File: src/design/jsu_pkg.sv
`default_nettype none
// ----------------------------------------------------------------------------
// JSON string unescape package
// Shared types and codes of the JSON string unescape decoder: decoder phases,
// result kinds, error codes and the result group passed to the output stage.
// ----------------------------------------------------------------------------
package jsu_pkg;

    // Decoder phases. The body phase is the reset phase.
    typedef enum logic [2:0] {
        PH_BODY      = 3'd0,
        PH_ESC       = 3'd1,
        PH_UTF8      = 3'd2,
        PH_HEX_FIRST = 3'd3,
        PH_PAIR_BSL  = 3'd4,
        PH_PAIR_U    = 3'd5,
        PH_HEX_LOW   = 3'd6
    } phase_t;

    // Kind of one result transaction.
    typedef enum logic [1:0] {
        KIND_BYTE  = 2'd0,
        KIND_CLOSE = 2'd1,
        KIND_ERROR = 2'd2
    } kind_t;

    // Error codes carried with an error result.
    localparam logic [3:0] ERR_NONE         = 4'd0;
    localparam logic [3:0] ERR_UNTERMINATED = 4'd1;
    localparam logic [3:0] ERR_CONTROL      = 4'd2;
    localparam logic [3:0] ERR_BAD_UTF8     = 4'd3;
    localparam logic [3:0] ERR_ESC_END      = 4'd4;
    localparam logic [3:0] ERR_BAD_ESC      = 4'd5;
    localparam logic [3:0] ERR_HEX_TRUNC    = 4'd6;
    localparam logic [3:0] ERR_BAD_HEX      = 4'd7;
    localparam logic [3:0] ERR_LONE_LOW     = 4'd8;
    localparam logic [3:0] ERR_LONE_HIGH    = 4'd9;

    // Most results one input byte can cause.
    localparam int unsigned MAX_RESULTS = 4;

    // All results caused by one input byte. A close or an error is always
    // the only result of its byte; decoded bytes fill bytes[0] upwards.
    typedef struct packed {
        logic [2:0]                   count;
        kind_t                        kind;
        logic [3:0]                   err;
        logic [MAX_RESULTS-1:0][7:0]  bytes;
    } batch_t;

endpackage
`default_nettype wire

File: src/design/jsu_step.sv
`default_nettype none
// ----------------------------------------------------------------------------
// JSON string unescape step
// Holds the decoder state and, in one pass of combinational logic, turns one
// registered input byte into the group of results that it causes.
// ----------------------------------------------------------------------------
module jsu_step
    import jsu_pkg::*;
(
    input  wire logic       aclk,
    input  wire logic       aresetn,
    input  wire logic       step_valid,
    input  wire logic [7:0] step_byte,
    input  wire logic       step_eot,
    output batch_t          batch
);

    typedef struct packed {
        logic [2:0]       count;
        logic [3:0][7:0]  bytes;
    } cp_bytes_t;

    // UTF-8 encoding of one code point, one to four bytes.
    function automatic cp_bytes_t encode_cp(input logic [20:0] cp);
        cp_bytes_t r;
        r = '0;
        if (cp < 21'h80) begin
            r.count    = 3'd1;
            r.bytes[0] = cp[7:0];
        end else if (cp < 21'h800) begin
            r.count    = 3'd2;
            r.bytes[0] = {3'b110, cp[10:6]};
            r.bytes[1] = {2'b10, cp[5:0]};
        end else if (cp < 21'h10000) begin
            r.count    = 3'd3;
            r.bytes[0] = {4'b1110, cp[15:12]};
            r.bytes[1] = {2'b10, cp[11:6]};
            r.bytes[2] = {2'b10, cp[5:0]};
        end else begin
            r.count    = 3'd4;
            r.bytes[0] = {5'b11110, cp[20:18]};
            r.bytes[1] = {2'b10, cp[17:12]};
            r.bytes[2] = {2'b10, cp[11:6]};
            r.bytes[3] = {2'b10, cp[5:0]};
        end
        return r;
    endfunction

    // Decoder state.
    phase_t          phase_reg, phase_next;
    logic [2:0][7:0] held_reg, held_next;
    logic [1:0]      remaining_reg, remaining_next;
    logic [2:0]      length_reg, length_next;
    logic [20:0]     cp_reg, cp_next;
    logic [15:0]     hex_reg, hex_next;
    logic [2:0]      hex_cnt_reg, hex_cnt_next;
    logic            hex_bad_reg, hex_bad_next;
    logic [9:0]      high_reg, high_next;

    // Shared decode terms.
    logic            is_cont;
    logic [20:0]     cp_cont;
    logic [1:0]      remaining_dec;
    logic [2:0]      held_pos;
    logic [20:0]     cp_minimum;
    logic            utf8_bad_final;
    logic [2:0]      lead_len;
    logic [20:0]     lead_cp;
    logic [3:0]      digit;
    logic            digit_bad;
    logic [15:0]     hex_new;
    logic [2:0]      hex_cnt_new;
    logic            hex_done;
    logic            hex_bad_any;
    logic            hex_is_low;
    logic            hex_is_high;
    logic [20:0]     pair_cp;
    cp_bytes_t       enc;

    // Terms used by both the next-state and the output logic.
    always_comb begin
        is_cont       = (step_byte[7:6] == 2'b10);
        cp_cont       = {cp_reg[14:0], step_byte[5:0]};
        remaining_dec = remaining_reg - 2'd1;
        held_pos      = length_reg - {1'b0, remaining_reg};

        case (length_reg)
            3'd2:    cp_minimum = 21'h80;
            3'd3:    cp_minimum = 21'h800;
            default: cp_minimum = 21'h10000;
        endcase
        utf8_bad_final = (cp_cont < cp_minimum) || (cp_cont > 21'h10FFFF) ||
                         ((cp_cont >= 21'hD800) && (cp_cont <= 21'hDFFF));

        // Lead byte of a raw multi-byte sequence; zero length means a bad lead.
        if (step_byte >= 8'hC2 && step_byte <= 8'hDF) begin
            lead_len = 3'd2;
            lead_cp  = {16'd0, step_byte[4:0]};
        end else if (step_byte >= 8'hE0 && step_byte <= 8'hEF) begin
            lead_len = 3'd3;
            lead_cp  = {17'd0, step_byte[3:0]};
        end else if (step_byte >= 8'hF0 && step_byte <= 8'hF4) begin
            lead_len = 3'd4;
            lead_cp  = {18'd0, step_byte[2:0]};
        end else begin
            lead_len = 3'd0;
            lead_cp  = '0;
        end

        // Hex digit; a bad digit counts as zero and is remembered.
        digit_bad = 1'b0;
        if (step_byte >= 8'h30 && step_byte <= 8'h39) begin
            digit = step_byte[3:0];
        end else if ((step_byte >= 8'h61 && step_byte <= 8'h66) ||
                     (step_byte >= 8'h41 && step_byte <= 8'h46)) begin
            digit = step_byte[3:0] + 4'd9;
        end else begin
            digit     = 4'd0;
            digit_bad = 1'b1;
        end
        hex_new     = {hex_reg[11:0], digit};
        hex_cnt_new = hex_cnt_reg + 3'd1;
        hex_done    = (hex_cnt_new >= 3'd4);
        hex_bad_any = hex_bad_reg | digit_bad;
        hex_is_low  = (hex_new >= 16'hDC00) && (hex_new <= 16'hDFFF);
        hex_is_high = (hex_new >= 16'hD800) && (hex_new <= 16'hDBFF);

        pair_cp = 21'h10000 + {1'b0, high_reg, hex_new[9:0]};
        if (phase_reg == PH_HEX_LOW) begin
            enc = encode_cp(pair_cp);
        end else begin
            enc = encode_cp({5'd0, hex_new});
        end
    end

    // Next state.
    always_comb begin
        phase_next     = phase_reg;
        held_next      = held_reg;
        remaining_next = remaining_reg;
        length_next    = length_reg;
        cp_next        = cp_reg;
        hex_next       = hex_reg;
        hex_cnt_next   = hex_cnt_reg;
        hex_bad_next   = hex_bad_reg;
        high_next      = high_reg;
        if (step_valid) begin
            case (phase_reg)
                PH_ESC: begin
                    phase_next = PH_BODY;
                    if (!step_eot && step_byte == 8'h75) begin
                        phase_next   = PH_HEX_FIRST;
                        hex_next     = '0;
                        hex_cnt_next = '0;
                        hex_bad_next = 1'b0;
                    end
                end
                PH_UTF8: begin
                    if (step_eot || !is_cont) begin
                        phase_next = PH_BODY;
                    end else begin
                        cp_next        = cp_cont;
                        remaining_next = remaining_dec;
                        if (remaining_reg > 2'd1 && held_pos < 3'd3) begin
                            held_next[held_pos[1:0]] = step_byte;
                        end
                        if (remaining_dec == 2'd0) begin
                            phase_next = PH_BODY;
                        end
                    end
                end
                PH_HEX_FIRST, PH_HEX_LOW: begin
                    if (step_eot) begin
                        phase_next = PH_BODY;
                    end else begin
                        hex_next     = hex_new;
                        hex_cnt_next = hex_cnt_new;
                        hex_bad_next = hex_bad_any;
                        if (hex_done) begin
                            phase_next = PH_BODY;
                            if (phase_reg == PH_HEX_FIRST && !hex_bad_any &&
                                hex_is_high) begin
                                high_next  = hex_new[9:0];
                                phase_next = PH_PAIR_BSL;
                            end
                        end
                    end
                end
                PH_PAIR_BSL: begin
                    if (step_eot || step_byte != 8'h5C) begin
                        phase_next = PH_BODY;
                    end else begin
                        phase_next = PH_PAIR_U;
                    end
                end
                PH_PAIR_U: begin
                    if (step_eot || step_byte != 8'h75) begin
                        phase_next = PH_BODY;
                    end else begin
                        phase_next   = PH_HEX_LOW;
                        hex_next     = '0;
                        hex_cnt_next = '0;
                        hex_bad_next = 1'b0;
                    end
                end
                default: begin
                    phase_next = PH_BODY;
                    if (!step_eot && step_byte >= 8'h80 && lead_len != 3'd0) begin
                        phase_next     = PH_UTF8;
                        length_next    = lead_len;
                        cp_next        = lead_cp;
                        held_next[0]   = step_byte;
                        remaining_next = lead_len[1:0] - 2'd1;
                    end else if (!step_eot && step_byte == 8'h5C) begin
                        phase_next = PH_ESC;
                    end
                end
            endcase
        end
    end

    // Results of the current byte.
    always_comb begin
        batch       = '0;
        batch.kind  = KIND_BYTE;
        batch.err   = ERR_NONE;
        if (step_valid) begin
            case (phase_reg)
                PH_ESC: begin
                    batch.count = 3'd1;
                    if (step_eot) begin
                        batch.kind = KIND_ERROR;
                        batch.err  = ERR_ESC_END;
                    end else begin
                        case (step_byte)
                            8'h22:   batch.bytes[0] = 8'h22;
                            8'h5C:   batch.bytes[0] = 8'h5C;
                            8'h2F:   batch.bytes[0] = 8'h2F;
                            8'h62:   batch.bytes[0] = 8'h08;
                            8'h66:   batch.bytes[0] = 8'h0C;
                            8'h6E:   batch.bytes[0] = 8'h0A;
                            8'h72:   batch.bytes[0] = 8'h0D;
                            8'h74:   batch.bytes[0] = 8'h09;
                            8'h75:   batch.count    = 3'd0;
                            default: begin
                                batch.kind = KIND_ERROR;
                                batch.err  = ERR_BAD_ESC;
                            end
                        endcase
                    end
                end
                PH_UTF8: begin
                    if (step_eot || !is_cont) begin
                        batch.count = 3'd1;
                        batch.kind  = KIND_ERROR;
                        batch.err   = ERR_BAD_UTF8;
                    end else if (remaining_dec == 2'd0) begin
                        if (utf8_bad_final) begin
                            batch.count = 3'd1;
                            batch.kind  = KIND_ERROR;
                            batch.err   = ERR_BAD_UTF8;
                        end else begin
                            // Held bytes first, the final byte closes the sequence.
                            batch.count = length_reg;
                            for (int i = 0; i < MAX_RESULTS; i++) begin
                                if (i == int'(length_reg) - 1) begin
                                    batch.bytes[i] = step_byte;
                                end else if (i < 3) begin
                                    batch.bytes[i] = held_reg[i];
                                end
                            end
                        end
                    end
                end
                PH_HEX_FIRST, PH_HEX_LOW: begin
                    if (step_eot) begin
                        batch.count = 3'd1;
                        batch.kind  = KIND_ERROR;
                        batch.err   = ERR_HEX_TRUNC;
                    end else if (hex_done) begin
                        if (hex_bad_any) begin
                            batch.count = 3'd1;
                            batch.kind  = KIND_ERROR;
                            batch.err   = ERR_BAD_HEX;
                        end else if (phase_reg == PH_HEX_FIRST && hex_is_low) begin
                            batch.count = 3'd1;
                            batch.kind  = KIND_ERROR;
                            batch.err   = ERR_LONE_LOW;
                        end else if (phase_reg == PH_HEX_LOW && !hex_is_low) begin
                            batch.count = 3'd1;
                            batch.kind  = KIND_ERROR;
                            batch.err   = ERR_LONE_HIGH;
                        end else if (phase_reg == PH_HEX_LOW || !hex_is_high) begin
                            batch.count = enc.count;
                            batch.bytes = enc.bytes;
                        end
                    end
                end
                PH_PAIR_BSL: begin
                    if (step_eot || step_byte != 8'h5C) begin
                        batch.count = 3'd1;
                        batch.kind  = KIND_ERROR;
                        batch.err   = ERR_LONE_HIGH;
                    end
                end
                PH_PAIR_U: begin
                    if (step_eot || step_byte != 8'h75) begin
                        batch.count = 3'd1;
                        batch.kind  = KIND_ERROR;
                        batch.err   = ERR_LONE_HIGH;
                    end
                end
                default: begin
                    batch.count = 3'd1;
                    if (step_eot) begin
                        batch.kind = KIND_ERROR;
                        batch.err  = ERR_UNTERMINATED;
                    end else if (step_byte == 8'h22) begin
                        batch.kind = KIND_CLOSE;
                    end else if (step_byte < 8'h20) begin
                        batch.kind = KIND_ERROR;
                        batch.err  = ERR_CONTROL;
                    end else if (step_byte >= 8'h80) begin
                        if (lead_len == 3'd0) begin
                            batch.kind = KIND_ERROR;
                            batch.err  = ERR_BAD_UTF8;
                        end else begin
                            batch.count = 3'd0;
                        end
                    end else if (step_byte == 8'h5C) begin
                        batch.count = 3'd0;
                    end else begin
                        batch.bytes[0] = step_byte;
                    end
                end
            endcase
        end
    end

    // State registers; only the phase needs a reset value.
    always_ff @(posedge aclk) begin
        if (!aresetn) begin
            phase_reg <= PH_BODY;
        end else begin
            phase_reg <= phase_next;
        end
    end

    always_ff @(posedge aclk) begin
        held_reg      <= held_next;
        remaining_reg <= remaining_next;
        length_reg    <= length_next;
        cp_reg        <= cp_next;
        hex_reg       <= hex_next;
        hex_cnt_reg   <= hex_cnt_next;
        hex_bad_reg   <= hex_bad_next;
        high_reg      <= high_next;
    end

    // A sequence in progress always has continuation bytes left to take.
    property p_utf8_pending;
        @(posedge aclk) disable iff (!aresetn)
        (phase_reg == PH_UTF8) |-> (remaining_reg != 2'd0);
    endproperty
    a_utf8_pending: assert property (p_utf8_pending)
        else $error("UTF-8 phase with no continuation bytes pending");

    // A close or an error is the only result of its byte.
    property p_single_terminal;
        @(posedge aclk) disable iff (!aresetn)
        (step_valid && batch.kind != KIND_BYTE) |-> (batch.count == 3'd1);
    endproperty
    a_single_terminal: assert property (p_single_terminal)
        else $error("Close or error result grouped with other results");

    // A close or an error returns the decoder to the body phase.
    property p_terminal_to_body;
        @(posedge aclk) disable iff (!aresetn)
        (step_valid && batch.kind != KIND_BYTE) |=> (phase_reg == PH_BODY);
    endproperty
    a_terminal_to_body: assert property (p_terminal_to_body)
        else $error("Decoder did not return to the body phase");

endmodule
`default_nettype wire

File: src/design/jsu_emit.sv
`default_nettype none
// ----------------------------------------------------------------------------
// JSON string unescape result stage
// Result register: holds the group of results of one byte and hands them
// out one transaction per cycle while m_ready is high, marking the last of the group.
// ----------------------------------------------------------------------------
module jsu_emit
    import jsu_pkg::*;
(
    input  wire logic       aclk,
    input  wire logic       aresetn,
    input  wire logic       push,
    input  wire batch_t     push_batch,
    output logic            push_ready,
    output logic            m_valid,
    input  wire logic       m_ready,
    output logic [1:0]      m_result_kind,
    output logic [7:0]      m_out_byte,
    output logic [3:0]      m_error_code,
    output logic            m_last_of_run
);

    logic       valid_reg, valid_next;
    logic [1:0] idx_reg, idx_next;
    batch_t     batch_reg, batch_next;
    logic       last;
    logic       pop;

    // Position within the group and the output transaction.
    always_comb begin
        last          = (({1'b0, idx_reg} + 3'd1) == batch_reg.count);
        pop           = valid_reg && m_ready;
        push_ready    = !valid_reg || (m_ready && last);
        m_valid       = valid_reg;
        m_result_kind = batch_reg.kind;
        m_out_byte    = batch_reg.bytes[idx_reg];
        m_error_code  = batch_reg.err;
        m_last_of_run = last;
    end

    // Load a new group once the current one has gone; empty groups are dropped.
    always_comb begin
        valid_next = valid_reg;
        idx_next   = idx_reg;
        batch_next = batch_reg;
        if (push && push_ready) begin
            valid_next = (push_batch.count != 3'd0);
            idx_next   = '0;
            batch_next = push_batch;
        end else if (pop) begin
            if (last) begin
                valid_next = 1'b0;
            end else begin
                idx_next = idx_reg + 2'd1;
            end
        end
    end

    always_ff @(posedge aclk) begin
        if (!aresetn) begin
            valid_reg <= 1'b0;
            idx_reg   <= '0;
        end else begin
            valid_reg <= valid_next;
            idx_reg   <= idx_next;
        end
    end

    always_ff @(posedge aclk) begin
        batch_reg <= batch_next;
    end

    // Closes and errors always end their run.
    property p_terminal_last;
        @(posedge aclk) disable iff (!aresetn)
        (m_valid && m_result_kind != KIND_BYTE) |-> m_last_of_run;
    endproperty
    a_terminal_last: assert property (p_terminal_last)
        else $error("Close or error result not marked last");

    // Error codes appear with error results only.
    property p_error_code;
        @(posedge aclk) disable iff (!aresetn)
        m_valid |-> ((m_result_kind == KIND_ERROR) == (m_error_code != ERR_NONE));
    endproperty
    a_error_code: assert property (p_error_code)
        else $error("Error code does not match the result kind");

    // Within a group the position never passes the count.
    property p_idx_in_range;
        @(posedge aclk) disable iff (!aresetn)
        valid_reg |-> ({1'b0, idx_reg} < batch_reg.count);
    endproperty
    a_idx_in_range: assert property (p_idx_in_range)
        else $error("Result position beyond the group");

endmodule
`default_nettype wire

File: src/design/json_string_unescape_decoder_core.sv
`default_nettype none
// ----------------------------------------------------------------------------
// JSON string unescape decoder
// Decodes the bytes of a JSON string body into UTF-8 bytes, with escape,
// surrogate-pair and raw UTF-8 checking, and reports the close or an error.
//
//   Channel  Ports  Payload                                        Flow
//   input    s_*    in_byte, end_of_text                           valid/ready
//   result   m_*    result_kind, out_byte, error_code, last_of_run valid/ready
//
// A byte is decoded from the input register once the result stage can take
// it, and its results are then held in the result register.
// One byte is taken per cycle while each byte causes at most one result and
// m_ready is high; a byte causing several results holds the input until the
// last of them leaves the result register. Synchronous active-low reset
// returns the decoder to the string body phase. A stall on the result side
// fills the result and input registers, then drops s_ready.
// ----------------------------------------------------------------------------
module json_string_unescape_decoder_core
    import jsu_pkg::*;
(
    input  wire logic       aclk,
    input  wire logic       aresetn,
    input  wire logic       s_valid,
    output logic            s_ready,
    input  wire logic [7:0] s_in_byte,
    input  wire logic       s_end_of_text,
    output logic            m_valid,
    input  wire logic       m_ready,
    output logic [1:0]      m_result_kind,
    output logic [7:0]      m_out_byte,
    output logic [3:0]      m_error_code,
    output logic            m_last_of_run
);

    logic       in_valid_reg, in_valid_next;
    logic [7:0] in_byte_reg, in_byte_next;
    logic       in_eot_reg, in_eot_next;
    logic       emit_ready;
    logic       advance;
    batch_t     batch;

    // Input register: refilled whenever its byte moves on to the result stage.
    always_comb begin
        advance       = in_valid_reg && emit_ready;
        s_ready       = !in_valid_reg || emit_ready;
        in_valid_next = in_valid_reg && !advance;
        in_byte_next  = in_byte_reg;
        in_eot_next   = in_eot_reg;
        if (s_valid && s_ready) begin
            in_valid_next = 1'b1;
            in_byte_next  = s_in_byte;
            in_eot_next   = s_end_of_text;
        end
    end

    always_ff @(posedge aclk) begin
        if (!aresetn) begin
            in_valid_reg <= 1'b0;
        end else begin
            in_valid_reg <= in_valid_next;
        end
    end

    always_ff @(posedge aclk) begin
        in_byte_reg <= in_byte_next;
        in_eot_reg  <= in_eot_next;
    end

    // Decoder state and per-byte result logic.
    jsu_step u_step (
        .aclk       (aclk),
        .aresetn    (aresetn),
        .step_valid (advance),
        .step_byte  (in_byte_reg),
        .step_eot   (in_eot_reg),
        .batch      (batch)
    );

    // Result register and serialiser.
    jsu_emit u_emit (
        .aclk          (aclk),
        .aresetn       (aresetn),
        .push          (advance),
        .push_batch    (batch),
        .push_ready    (emit_ready),
        .m_valid       (m_valid),
        .m_ready       (m_ready),
        .m_result_kind (m_result_kind),
        .m_out_byte    (m_out_byte),
        .m_error_code  (m_error_code),
        .m_last_of_run (m_last_of_run)
    );

    // A held input byte stays put while the result stage is busy.
    property p_input_held;
        @(posedge aclk) disable iff (!aresetn)
        (in_valid_reg && !emit_ready) |=>
            (in_valid_reg && $stable(in_byte_reg) && $stable(in_eot_reg));
    endproperty
    a_input_held: assert property (p_input_held)
        else $error("Input register changed while stalled");

endmodule
`default_nettype wire

File: config.mk
export PLATFORM = sky130hd
export DESIGN_NAME = json_string_unescape_decoder_core
export DESIGN_NICKNAME = d
export VERILOG_FILES = /design/src/design/jsu_pkg.sv /design/src/design/jsu_step.sv /design/src/design/jsu_emit.sv /design/src/design/json_string_unescape_decoder_core.sv
export SDC_FILE = /design/constraint.sdc
export NUM_CORES = 1
export LEC_CHECK = 0
export ABC_CLOCK_PERIOD_IN_PS = 4600
export BUFFER_PORTS_ARGS = -buffer_cell sky130_fd_sc_hd__buf_2
export CORE_MARGIN = 3
export CORE_UTILIZATION = 60
export DETAILED_ROUTE_END_ITERATION = 6
export PLACE_DENSITY = 0.89
export SLEW_MARGIN = 20
export SYNTH_ARGS = -nofsm -noshare
export SYNTH_HDL_FRONTEND = slang
export SYNTH_HIERARCHICAL = 1
export SYNTH_SLANG_ARGS = --single-unit
export TNS_END_PERCENT = 1
File: constraint.sdc
create_clock -name aclk -period 4.6 [get_ports aclk]
set_input_delay 0.69 -clock aclk [delete_from_list [all_inputs] [get_ports aclk]]
set_output_delay 0.69 -clock aclk [all_outputs]
set_load 0.005 [all_outputs]
======== Word-level counts from Yosys, hierarchy flattened ========
Index checks and enable logic that the tools add are counted.
word-level totals
  logic and storage cells ................. 299
  input port bits ......................... 13
  register bits after elaboration ......... 127
  output and inout port bits .............. 17
operators by class
  equal/unequal tests ..................... 31
  reduce and logical (&&, ||, !) cells .... 66
  muxes and demuxes ....................... 130
  bitwise logic cells ..................... 7
  magnitude comparators ................... 33
  add/sub/neg operators ................... 9
operator list
  operator                                                    count
  two-way mux 32 bit                                          7
  two-way mux 24 bit                                          8
  two-way mux 8 bit                                           19
  two-way mux 41 bit                                          3
  two-way mux 16 bit                                          7
  two-way mux 3 bit                                           24
  == test 3 x 32 -> 1 bit (first input constant)              2
  == test 8 x 7 -> 1 bit (second input constant)              7
  case mux 7 bit (8 select lines)                             1
  two-way mux 6 bit                                           8
  case mux 24 bit (2 select lines)                            1
  two-way mux 15 bit                                          3
  case mux 9 bit (5 select lines)                             1
  two-way mux 12 bit                                          3
  two-way mux 9 bit                                           4
  case mux 12 bit (3 select lines)                            1
  two-way mux 35 bit                                          1
  case mux 17 bit (2 select lines)                            1
  == test 2 x 32 -> 1 bit (first input constant)              1
  greater-or-equal comparator 16 bit (second input constant)  2
  greater-or-equal comparator 8 bit (second input constant)   4
  less-or-equal comparator 16 bit (second input constant)     2
  zero test 32 bit                                            1
  case mux 8 bit (4 select lines)                             1
  70 further kinds                                            164

======== Logic depth before layout (Yosys ltp) ========
  word-level depth ........................ 26
  gate-level depth with buffers ........... 13
  gate-level depth less buffers ........... 11

======== By module ========
Netlist, hierarchy kept.
modules (own cells, without submodules)
  module                             area an instance (um^2)  seq. area each (um^2)  instances  cells each
  jsu_step                           5,612.9                  2,162.1                1          601
  jsu_emit                           1,687.9                  1,291.2                1          77
  json_string_unescape_decoder_core  335.3                    290.3                  1          15

======== Least setup slack after synthesis ========
OpenSTA, ideal clock, no wires.
  path kind ............................... register to register
  from .................................... reg in_byte_reg[1]
  to ...................................... reg u_step.high_reg[0] (enable)
  period minus slack after synthesis ...... 3.407 ns
  arrival time ............................ 3.004 ns
  required time ........................... 4.197 ns
  cell stages (with the launch flop) ...... 8
  buffers on the path ..................... 1
  library setup time ...................... 0.403 ns
  path slack .............................. 1.193 ns
  path through ............................ edfxtp_1 clkbuf_1 inv_1 ha_1 o21bai_1 a2111oi_2 o21bai_2 nor4_1
between the ends
  cells in the longest elaborated chain, start to end .. 10
  elaborated cells on any way between the ends .. 23
  those cells by class .................... add/sub: 1; order compare: 8; mux: 4; bitwise: 1; reduce/logical: 9
ends and longest elaborated chain
  what                                                                                        line                                     source
  from (decl)                                                                                 json_string_unescape_decoder_core.sv:37  logic [7:0] in_byte_reg, in_byte_next;
  from (signal assigned)                                                                      json_string_unescape_decoder_core.sv:66  in_byte_reg <= in_byte_next;
  parallel branches: the longest is 8 deep, another holds greater-or-equal comparator 16 bit  n/a
  logical AND 1 bit *                                                                         jsu_step.sv:181                          if (phase_reg == PH_HEX_FIRST && !hex_bad_any &&
  AND reduction 5 bit (no source line) *                                                      n/a
  to (signal assigned)                                                                        jsu_step.sv:357                          high_reg <= high_next;
  to (decl)                                                                                   jsu_step.sv:58                           logic [9:0] high_reg, high_next;
Mark *: on every way between the ends.
A chain may end at the register's enable or synchronous reset.

==> impl_metrics.json <==
{
  "status": "finished clean",
  "total_power_mw": 2.711,
  "vias_per_cell": 6.975,
  "ir_drop_mv": 0.2948,
  "hold_viol": 0,
  "period_minus_slack_ps": 3491,
  "clkSinkCount": 127,
  "worstPathRequired_ps": 4910,
  "yosys_warnings": 6,
  "cts_hold_buf": 0,
  "slew_headroom_pct": 26.31,
  "die_area_um2": 14120,
  "die_h_um": 118.8,
  "grt_max_degree": 42,
  "startpoint_type": "register",
  "syn_nets": 718,
  "tns_ps": 0,
  "finalNonFillerCells": 887,
  "cpMaxStageDelayCell": "edfxtp_1",
  "cts-root-buf": "clkbuf_16",
  "synthTopCellsByCount": "edfxtp_1 (120), nor2_1 (66), nand2_1 (43)",
  "power_density_nw_per_um2": 321.9,
  "htree_levels": 4,
  "cts_tree": "yes",
  "slew_viol_final": 0,
  "nFillCells": 896,
  "ctsResizeCount": 0,
  "synth_edf_count": 120,
  "synth_top_flop_cell": "edfxtp_1",
  "p_seq_share_pct": 48.7,
  "whs_ps": 439.6,
  "holdCritPathClass": "input pin to register",
  "initial_core_util_pct": 62.53,
  "gp_congestion": 1.012,
  "ys_seq_elements": 127,
  "tightestPinTransition_ps": 1097,
  "cp-end-kind": "register",
  "num_io_pins": 30,
  "globalRouteTotalUtil_pct": 30.63,
  "first_pass_iters": 7,
  "diodes": 0,
  "grt_pass1_wl_um": 33200,
  "clock_path_buffers": 2,
  "clock_skew_ps": 5.785,
  "rows": 40,
  "p_switching_mw": 0.6263,
  "path_clk_slew_ps": 60,
  "num_vias": 6187,
  "area_growth_pct": 10.31,
  "worstPathCellList": "inv_1 > ha_1 > o21bai_1 > a2111oi_2 > o21bai_2 > nor2_4 > o22ai_1 > o31a_1 > o31ai_1 > a21boi_0",
  "synth.largest_area_cell": "edfxtp_1",
  "drt_iter0_drc": 1153,
  "fin_crit_sh_pct": 75.90,
  "p_leak_nw": 2.971,
  "ys_top_cells_by_area": "edfxtp_1 (47%), nor2_1 (3.2%), mux4_1 (2.8%)",
  "largest_reg_flops": 35,
  "fmax_mhz": 286.4,
  "grt_pass1_vias": 5853,
  "critPathMaxFanout": 16,
  "synth_top_cell_area_share_pct": 47.19,
  "combPwrFrac_pct": 5.8,
  "ant_nets": 0,
  "synth_cells": 693,
  "hpwlAfterDp_um": 14810,
  "worst-setup-path-type": "register to register",
  "fp.dieW_um": 118.8,
  "rsz0062_at_grt": "false",
  "post_cts_buffers": 0,
  "port_buffers": 29,
  "slowest_delay_ps": 690,
  "synthArstFlopShare_pct": 0,
  "syn_area_um2": 7636,
  "setup_viol": 0,
  "core_um2": 12210,
  "placed_cells": 856,
  "drc_errors": 0,
  "grt-ovfl-total": 0,
  "yosysMostFrequentCell": "edfxtp_1",
  "cts_buffers": 17,
  "clock_latency_ps": 430,
  "arrival_ps": 3800,
  "avgSynthCellArea_um2": 11.02,
  "wire_per_inst_um": 24.03,
  "clockPowerShare_pct": 45.5,
  "nNetsFinal": 732,
  "antenna_found_initial": 0,
  "ys_types": 93,
  "drive_gt1_share_pct": 17.66,
  "drv_cap": 0,
  "swShare_pct": 23.10,
  "ys_seq_area_share_pct": 49.03,
  "finish.utilization_pct": 68.98,
  "routed_wl_um": 21310,
  "p_int_mw": 2.085
}
-- area by class of cell --
cell class	instances	area (µm²)	share of cell area, %
clock buffers	17	425.4	5.051
flip-flops and latches	127	3744	44.44
well taps	168	210.2	2.496
inverters	14	52.55	0.6239
multi-input cells	505	3628	43.08
clock inverters	14	120.1	1.426
repair buffers	42	242.7	2.882
-- cells in the final DEF, fill, tap and decap left out, types with 6 or more instances in the layout --
cell | netlist | final
inv_1 | 14 | 14
buf_4 | 9 | 13
clkbuf_16 | 0 | 17
o21ai_1 | 7 | 7
nor4_1 | 10 | 9
mux4_1 | 8 | 8
buf_2 | 6 | 29
a21oi_1 | 35 | 35
edfxtp_1 | 120 | 120
o31ai_1 | 6 | 6
mux2_2 | 11 | 11
nand3_1 | 14 | 14
ha_1 | 11 | 11
a22oi_1 | 11 | 11
and3_1 | 16 | 16
mux2i_1 | 14 | 14
o22ai_1 | 6 | 6
o22ai_2 | 7 | 7
nor2_1 | 66 | 66
a31oi_1 | 8 | 8
a32o_2 | 6 | 6
nand2b_1 | 9 | 9
a211oi_1 | 8 | 8
nor3b_1 | 6 | 6
dfxtp_1 | 7 | 7
o21ai_0 | 24 | 24
nor2b_1 | 7 | 7
nand2_1 | 43 | 43
and2_1 | 27 | 26
nor3_1 | 19 | 18
-- path summary, 6_finish.rpt --
| kind | to | cells after the start | slack, ps | from |
|---|---|---|---|---|
| hold / removal | in_byte_reg[1]$_DFFE_PP_ | 1 | 440 | s_in_byte[1] |
| hold reg to reg | in_valid_reg$_SDFF_PN0_ | 2 | 530 | in_valid_reg$_SDFF_PN0_ |
| setup reg to reg | u_emit/m_valid$_SDFFE_PN0P_ | 10 | 1110 | in_byte_reg[1]$_DFFE_PP_ |
| setup / recovery | u_emit/m_valid$_SDFFE_PN0P_ | 10 | 1110 | in_byte_reg[1]$_DFFE_PP_ |
-- stage by stage --
step	cell area, µm²	worst slack, ps
3_3_place_gp	7864	1308
3_5_place_dp	7864	1084
2_1_floorplan	7636	1193
4_1_cts	8409	1077
5_1_grt	8423	967.6
6_report	8423	1109
-- cells by family after synthesis --
family / share of synthesized area, %
and+or+nand+nor: 19.89
DFF: 49.03
adders and majority gates: 2.065
buffers and inverters: 3.834
xor gates and xnor gates: 1.147
AOI/OAI and AO/OA: 17.78
other: 0.04911
muxes: 6.210
-- power groups by stage --
| stage | Sequential [mW] | Clock [mW] | Combinational [mW] |
|---|---|---|---|
| finish | 1.32 | 1.23 | 0.157 |
| global route | 1.32 | 1.29 | 0.169 |
| CTS | 1.32 | 1.24 | 0.154 |
| detailed placement | 1.34 | 0 | 0.152 |
| global placement | 1.34 | 0 | 0.147 |
| floorplan | 1.33 | 0 | 0.115 |
-- per-layer routing --
metal  global-route usage (%)  part of all wire [%]  up-vias
li1                         -                     -     2702
met1                    40.73                    39     2975
met2                    48.13                    47      426
met3                    6.553                   9.8       84
met4                    14.77                   4.2        0
met5                        0                     0        -
-- critical path, delay by kind of cell, from the launching register on --
| kind | cells | cell delay (ps) |
|---|---|---|
| AOI/OAI and AO/OA | 7 | 1910 |
| DFF | 1 | 690 |
| adders and majority gates | 1 | 270 |
| and+or+nand+nor | 1 | 260 |
| buffers and inverters | 1 | 250 |
(Power assumes the default switching activity.)
